File: src/sv/drhd_pkg.sv
// ----------------------------------------------------------------------------
// drhd_pkg: shared types and constants of the history decimator
// Sample and row types, channel codes, and the structs passed between the top
// level and the averaging unit.
// ----------------------------------------------------------------------------
package drhd_pkg;

  localparam int unsigned SAMPLE_W = 12;
  localparam int unsigned NUM_CH   = 5;
  localparam int unsigned CH_W     = 3;
  localparam int unsigned IDX_W    = 7;

  typedef logic signed [SAMPLE_W-1:0] sample_t;
  typedef sample_t [NUM_CH-1:0]       row_t;
  typedef logic [CH_W-1:0]            chan_t;

  // channel slots within one history row
  localparam chan_t CH_INSIDE   = 3'd0;
  localparam chan_t CH_OUTSIDE  = 3'd1;
  localparam chan_t CH_ACTUATOR = 3'd2;
  localparam chan_t CH_SETPOINT = 3'd3;
  localparam chan_t CH_ENABLE   = 3'd4;

  localparam sample_t HEATER_POWER = 12'sd60;
  localparam sample_t COOLER_POWER = 12'sd30;

  typedef enum logic {
    OP_PUSH = 1'b0,
    OP_READ = 1'b1
  } op_e;

  typedef enum logic {
    HIST_SHORT = 1'b0,
    HIST_LONG  = 1'b1
  } hist_e;

  // accepted push toward the averaging unit
  typedef struct packed {
    logic vld;
    row_t row;
  } push_t;

  // averaging unit status and long-history write
  typedef struct packed {
    logic busy;
    logic wr;
    row_t row;
  } avg_t;

endpackage

File: src/sv/drhd_avg.sv
// ----------------------------------------------------------------------------
// drhd_avg: window sums and boxcar averaging
// Keeps per-channel running sums; every DECIMATION pushes it divides the five
// window sums through one shared reciprocal multiplier and emits a long row.
// ----------------------------------------------------------------------------
module drhd_avg import drhd_pkg::*; #(
  parameter int unsigned DECIMATION = 36
) (
  input  logic  clk_i,
  input  logic  rst_ni,
  input  push_t push_i,
  output avg_t  avg_o
);

  localparam int unsigned LOG_D  = $clog2(DECIMATION);
  localparam int unsigned SUM_W  = SAMPLE_W + LOG_D;
  localparam int unsigned PH_W   = (LOG_D > 0) ? LOG_D : 1;
  localparam int unsigned K      = SUM_W + LOG_D;
  localparam int unsigned PROD_W = SUM_W + K + 1;
  // ceil(2^K / D): exact floor division for magnitudes below 2^SUM_W
  localparam logic [K:0]            RECIP   = (K+1)'((2**K + DECIMATION - 1) / DECIMATION);
  localparam logic [PH_W-1:0]       LAST_PH = PH_W'(DECIMATION - 1);
  localparam logic signed [SUM_W:0] HALF    = (SUM_W+1)'(DECIMATION / 2);
  localparam chan_t                 LAST_CH = chan_t'(NUM_CH - 1);

  logic signed [SUM_W-1:0] sum_q  [NUM_CH];
  logic signed [SUM_W-1:0] sum_d  [NUM_CH];
  logic signed [SUM_W-1:0] win    [NUM_CH];
  logic signed [SUM_W-1:0] bank_q [NUM_CH];
  logic [PH_W-1:0]         phase_q, phase_d;
  logic                    fire;

  logic                    run_q, run_d;
  chan_t                   iss_q, iss_d;
  logic                    a_vld_q, b_vld_q, done_q;
  logic                    a_neg_q, b_neg_q;
  chan_t                   a_ch_q, b_ch_q;
  logic [SUM_W-1:0]        a_mag_q;
  logic [PROD_W-1:0]       b_prod_q;
  row_t                    row_q;

  logic signed [SUM_W:0]   num;
  logic [SUM_W:0]          num_abs;
  sample_t                 quot;

  assign fire = push_i.vld && (phase_q == LAST_PH);

  always_comb begin
    for (int c = 0; c < NUM_CH; c++) begin
      win[c]   = sum_q[c] + SUM_W'(push_i.row[c]);
      sum_d[c] = sum_q[c];
      if (fire)            sum_d[c] = '0;
      else if (push_i.vld) sum_d[c] = win[c];
    end
    phase_d = phase_q;
    if (fire)            phase_d = '0;
    else if (push_i.vld) phase_d = phase_q + PH_W'(1);
  end

  always_comb begin
    run_d = run_q;
    iss_d = iss_q;
    if (fire) begin
      run_d = 1'b1;
      iss_d = '0;
    end else if (run_q) begin
      if (iss_q == LAST_CH) run_d = 1'b0;
      iss_d = iss_q + chan_t'(1);
    end
  end

  // issue: add half the factor, split sign and magnitude
  always_comb begin
    num     = (SUM_W+1)'(bank_q[iss_q]) + HALF;
    num_abs = num[SUM_W] ? (SUM_W+1)'(-num) : (SUM_W+1)'(num);
    quot    = sample_t'(b_prod_q[K +: SAMPLE_W]);
  end

  always_ff @(posedge clk_i or negedge rst_ni) begin
    if (!rst_ni) begin
      for (int c = 0; c < NUM_CH; c++) sum_q[c] <= '0;
      phase_q <= '0;
      run_q   <= 1'b0;
      iss_q   <= '0;
      a_vld_q <= 1'b0;
      b_vld_q <= 1'b0;
      done_q  <= 1'b0;
    end else begin
      for (int c = 0; c < NUM_CH; c++) sum_q[c] <= sum_d[c];
      phase_q <= phase_d;
      run_q   <= run_d;
      iss_q   <= iss_d;
      a_vld_q <= run_q;
      b_vld_q <= a_vld_q;
      done_q  <= b_vld_q && (b_ch_q == LAST_CH);
    end
  end

  always_ff @(posedge clk_i) begin
    if (fire) begin
      for (int c = 0; c < NUM_CH; c++) bank_q[c] <= win[c];
    end
    if (run_q) begin
      a_neg_q <= num[SUM_W];
      a_mag_q <= num_abs[SUM_W-1:0];
      a_ch_q  <= iss_q;
    end
    if (a_vld_q) begin
      b_prod_q <= PROD_W'(a_mag_q) * PROD_W'(RECIP);
      b_neg_q  <= a_neg_q;
      b_ch_q   <= a_ch_q;
    end
    if (b_vld_q) begin
      row_q[b_ch_q] <= b_neg_q ? -quot : quot;
    end
  end

  assign avg_o.busy = run_q | a_vld_q | b_vld_q | done_q;
  assign avg_o.wr   = done_q;
  assign avg_o.row  = row_q;

endmodule

File: config.mk
export PLATFORM = sky130hd
export DESIGN_NAME = drhd_avg
export DESIGN_NICKNAME = d
export VERILOG_FILES = /design/src/sv/drhd_pkg.sv /design/src/sv/drhd_avg.sv
export SDC_FILE = /design/constraint.sdc
export NUM_CORES = 1
export LEC_CHECK = 0
export BUFFER_PORTS_ARGS = -buffer_cell sky130_fd_sc_hd__buf_2
export CORE_MARGIN = 5
export CORE_UTILIZATION = 30
export DETAILED_ROUTE_END_ITERATION = 8
export PLACE_DENSITY_LB_ADDON = 0.08
export SYNTH_ARGS = -nofsm -noshare
export SYNTH_HDL_FRONTEND = slang
export SYNTH_SLANG_ARGS = --single-unit
File: constraint.sdc
create_clock -name clk_i -period 6.4 [get_ports clk_i]
set_clock_uncertainty 0.1 [all_clocks]
set_input_delay 0 -clock clk_i [delete_from_list [all_inputs] [get_ports clk_i]]
set_output_delay 0 -clock clk_i [all_outputs]
set_load 0.03 [all_outputs]
== Word level (Yosys, flattened, before mapping) ==
Memories as Yosys holds them, arrays and structs flattened.
Index checks and enable logic that the tools add are counted.

* Flip-flop bits (word level): 224
* Output and inout port bits: 62
* Memories: 1
* Memory bits (writable): 90
* Logic and storage cells: 71
* Bits of input ports: 63

{| class="wikitable"
|+ Memory list
! memory !! words !! width !! rd ports !! clocked after memory_dff !! wr ports !! line !! RTL
|-
| bank_q || 5 || 18 || 1 || 0 || 5 || drhd_avg.sv:29 || <nowiki>logic signed [SUM_W-1:0] bank_q [NUM_CH];</nowiki>
|}

* Bitwise gates (word level): 3
* $lt $le $gt $ge: 2
* Eq/ne operators: 3
* Multiply operators: 1
* Reduce and logical (&&, ||, !) cells: 5
* Multiplexer cells: 24
* Add/subtract/negate cells: 10

{| class="wikitable"
|+ Operator list
! kind !! number
|-
| $mux W18 || 11
|-
| $add A18 B12 Y18 || 5
|-
| $bwmux W60 || 1
|-
| $demux W12 S3 || 1
|-
| $mul A18 B18 Y35 const B || 1
|-
| $mux W12 || 2
|-
| $add A18 B6 Y19 const B || 1
|-
| $neg A18 Y18 || 1
|-
| $mux W6 || 2
|-
| $neg A12 Y12 || 1
|-
| $add A6 B1 Y6 const B || 1
|-
| $eq A3 B3 Y1 const B || 2
|-
| $eq A6 B6 Y1 const B || 1
|-
| $mux W3 || 2
|-
| $mux W1 || 5
|-
| $lt A3 B4 Y1 const B || 1
|-
| $reduce_bool A2 Y1 || 2
|-
| $add A3 B1 Y3 const B || 1
|-
| $ge A3 B1 Y1 const B || 1
|-
| $logic_and A1 B1 Y1 || 3
|-
| $or A1 B1 Y1 || 3
|}

== Logic depth before layout (Yosys ltp) ==
* Word-level depth: 5
* Mapped depth: 22
* Mapped depth without buffers: 22

== Least setup slack after synthesis ==
OpenSTA, ideal clock, no wires.

* Path kind: flip-flop to flip-flop
* From: register a_mag_q[8]
* To: register b_prod_q[35], data pin
* Required time: 6.040 ns
* Arrival: 5.534 ns
* Clock period less this slack: 5.894 ns
* Path buffers: 0
* Library setup time: 0.260 ns
* Cell stages (with the launch flop): 19
* Setup slack: 0.506 ns
* Cells stage by stage: edfxtp_1 -> fa_1 -> ha_1 -> fa_1 -> fa_1 -> inv_1 -> fa_1 -> fa_1 -> inv_1 -> ha_1 -> a21o_1 -> a21o_1 -> a21o_1 -> a221o_1 -> a31oi_1 -> o21bai_1 -> a31oi_1 -> o211ai_1 -> xnor2_1

* Longest elaborated chain between the ends: 1

{| class="wikitable"
|+ RTL lines
! element !! line !! RTL
|-
| start: declaration || drhd_avg.sv:38 || <nowiki>logic [SUM_W-1:0] a_mag_q;</nowiki>
|-
| start signal: assignment || drhd_avg.sv:105 || <nowiki>a_mag_q <= num_abs[SUM_W-1:0];</nowiki>
|-
| $mul A18 B18 Y35 || drhd_avg.sv:109 || <nowiki>b_prod_q <= PROD_W'(a_mag_q) * PROD_W'(RECIP);</nowiki>
|-
| end signal: assignment || drhd_avg.sv:109 ||
|-
| end: declaration || drhd_avg.sv:39 || <nowiki>logic [PROD_W-1:0] b_prod_q;</nowiki>
|}

No other way between the ends.
A chain may end at the register's enable or synchronous reset.

== Final worst setup path ==
* From: register a_mag_q[4]
* To: register b_prod_q[34], data pin

The elaborated chain is that of the path after synthesis.

==> reports/qor.csv <==
metric;value;unit
Vert. Die Dim;264.7;um
number of flops mapped to enable cells by yosys;188;
Max Cap Violations;0;
wire per inst;18.43;um
post-synthesis sequential area ratio;42.26;%
clk slew on worst S/H paths;0.06;ns
number of remaining DRC errors;0;
run status;finished clean;
worst slew pin tran;1.071;ns
final core occ;35.92;%
root buf cell;clkbuf_16;
Iter 0 DRT Violations;571;
Worst VDD drop;0.4138;mV
final setup violation count;0;
post-synthesis register bit count;291;
layout cells sized above 1;13.07;%
Slew Limit Headroom;27.73;%
Netlist Area Pre-Place;19460;um^2
Port Buf Inserts;124;
CP top delay family;adder cells;
Pre-antenna DRT Iters;5;
Synth cell types;84;
crit path time final;6.098;ns
Leak;10.02;nW
most common cell in the synthesized netlist;ha_1;
CTS H-tree depth;2;
pin count of the biggest net entering global routing;72;
ys async rst share;35.40;%
cell row count;93;
CP cell instances;buf_4, fa_1, ha_1, ha_1, inv_1, fa_1, inv_1, fa_1, inv_1, fa_1, inv_1, ha_1, and4_1, o21ai_0, o31ai_1, a31oi_4, buf_4, o21bai_1, a31oi_1, buf_4, o21ai_0, a21oi_1;
top cells by instance count after synthesis;ha_1, inv_1, edfxtp_1;
pwr dens;591.3;nW/um^2
fin. max-slew vios;0;
vias in the first global route;13740;
buffers plus inverters on the worst setup path;7;
core area;64350;um^2
kind of critical path;register to register;
Total GRT Usage;14.49;%
Initial Utilization;30.24;%
Vias/cell;4.711;
CTS tree;built;
Post-Synthesis Cells;1688;
grt total ovfl;0;
arrival time worst endpoint;6.30;ns
Ys Warns;0;
most common flop cell mapped by yosys;edfxtp_1;
Vias;13110;
Ant. Diodes;0;
largest cells by area after synthesis;edfxtp_1, ha_1, dfrtp_1, fa_1, xnor2_1;
DIE AREA;70060;um^2
Final Routed Wirelength;51.30;mm
Clock Sinks;291;
Worst Path Required;6.60;ns
worst skew pair latency;0.55;ns
CP peak stage delay;0.56;ns
first-pass GRT wire length;80.63;mm
CP max FO;4;
Hold Crit Class;input pin to register;
syn_area_per_cell;11.53;um^2
gpl congestion;0.8139;
Bufs on Longest Clock Path;3;
final hold vios;0;
I/O pin count;125;
CTS Buf Count;38;
CP Launch Type;register;
area delta synth->final;18.77;%
Die X;264.7;um
Yosys top cell by area;edfxtp_1;
remaining antenna violation count after routing;0;
post-layout net count;2268;
Crit. End Element;register;
FMAX;164.0;MHz
post-DP HPWL;39.35;mm
setup TNS;0;ns
cell at the slowest stage of the critical path;fa_1;
Synth top area share;29.01;%
final period utilization;95.28;%
Post-Syn Nets;2058;
initial antenna violation count;0;
==> sequential cells by signal (all words and copies together), names as in the netlist <==
signal and cells:
a_neg_q 1, sum_q 90, b_ch_q 3, a_vld_q 1, run_q 1, a_mag_q 18
a_ch_q 3, avg_o 60, phase_q 6, bank_q 90, iss_q 3, done_q 1
b_vld_q 1, b_neg_q 1, b_prod_q 12
==> through the flow <==
step	hold WS [ns]	total power (W)	setup WS, ns	area (um^2)	std cells
finish	0.02288	0.01367	0.3021	23110	2783
global route	0.03312	0.01515	-0.002676	23110	2783
CTS	0.001553	0.01381	0.1073	23070	2779
detailed placement	0.004223	0.01141	0.09664	21140	2648
global placement	-0.0005019	0.01139	0.1504	21140	2648
floorplan	-0.3956	0.009131	0.5064	19460	1688
==> power breakdown <==
part | leakage [nW] | internal [W] | total (W) | switching [W]
Sequential | 2.94 | 0.00280 | 0.00308 | 0.000281
Clock | 0.626 | 0.00133 | 0.00219 | 0.000868
Combinational | 6.45 | 0.00373 | 0.00839 | 0.00467
Total | 10.0 | 0.00785 | 0.0137 | 0.00581
==> cell type report <==
| class | instances | area [um^2] |
|---|---|---|
| clock buffer | 49 | 1085 |
| clock inverter | 21 | 216.5 |
| fill | 6370 | 41230 |
| inverter | 197 | 743.2 |
| multi-input combinational | 1163 | 10360 |
| sequential | 291 | 8223 |
| tap | 855 | 1070 |
| timing repair buffer | 207 | 1416 |
==> cells by family (layout without fill, tap and decap cells) <==
logic type,after synthesis,count (layout),synth area share (%)
xor gates and xnor gates,133,133,6.025
muxes,37,37,3.080
AOI/OAI and AO/OA,352,352,12.56
buffers and inverters,234,474,4.674
DFF,291,291,42.26
adders and majority gates,307,307,23.02
and+or+nand+nor,334,334,8.384
==> per-layer routing <==
| layer | vias up | part of all wire (%) | track usage (%) |
|---|---|---|---|
| met3 | 54 | 2.4 | 1.699 |
| li1 | 6500 | - | - |
| met5 | - | 0 | 0 |
| met4 | 0 | 1.8 | 3.594 |
| met2 | 144 | 50 | 25.31 |
| met1 | 6414 | 46 | 19.28 |
==> timing repair <==
item | 4_1_cts | 5_1_grt
buffers inserted | 0 | 4
endpoints found under the hold margin | 149 | 0
gates resized for setup | 0 | 3
hold buffers | 61 | 0
setup endpoints to repair | 0 | 9
==> path summary, 6_finish.rpt <==
check / start / slack, ns / cells past startpoint / to
setup / recovery: a_mag_q[4]$_DFFE_PP_ / 0.30 / 22 / b_prod_q[34]$_DFFE_PP_
hold / removal: push_i[56] / 0.02 / 5 / sum_q[8]$_DFFE_PN0P_
setup reg to reg: a_mag_q[4]$_DFFE_PP_ / 0.30 / 22 / b_prod_q[34]$_DFFE_PP_
hold reg to reg: a_neg_q$_DFFE_PP_ / 0.32 / 0 / b_neg_q$_DFFE_PP_
max in group asynchronous: rst_ni / 4.90 / 4 / iss_q[0]$_DFFE_PN0P_
min in group asynchronous: rst_ni / 0.41 / 4 / sum_q[69]$_DFFE_PN0P_
==> cells in the final DEF, fill, tap and decap left out, drive strengths merged, types with 11 or more instances in the layout <==
cell type	Yosys	layout
a211oi	12	12
a21o	26	26
a21oi	75	75
a22o	55	55
a31oi	18	18
buf	10	147
clkbuf	27	49
clkinv	1	13
dfrtp	103	103
dlygate4sd3	0	60
edfxtp	188	188
fa	85	85
ha	222	222
inv	196	197
mux2i	16	16
mux4	17	17
nand2	119	119
nand2b	11	11
nand3	25	25
nor2	71	71
nor2b	15	15
nor3	20	20
o21a	17	17
o21ai	68	68
o2bb2ai	11	11
or3	17	17
xnor2	91	91
xor2	42	42
==> worst min-delay path, delay by kind of cell <==
family | cells | cell delay (ns)
AO/OA/AOI/OAI | 1 | 0.07
XOR/XNOR | 1 | 0.17
adder cells (fa/ha/maj) | 1 | 0.21
buffers and inverters | 1 | 0.08
AND/OR/NAND/NOR | 1 | 0.09
Note: power is estimated with default switching activity, not from simulation.
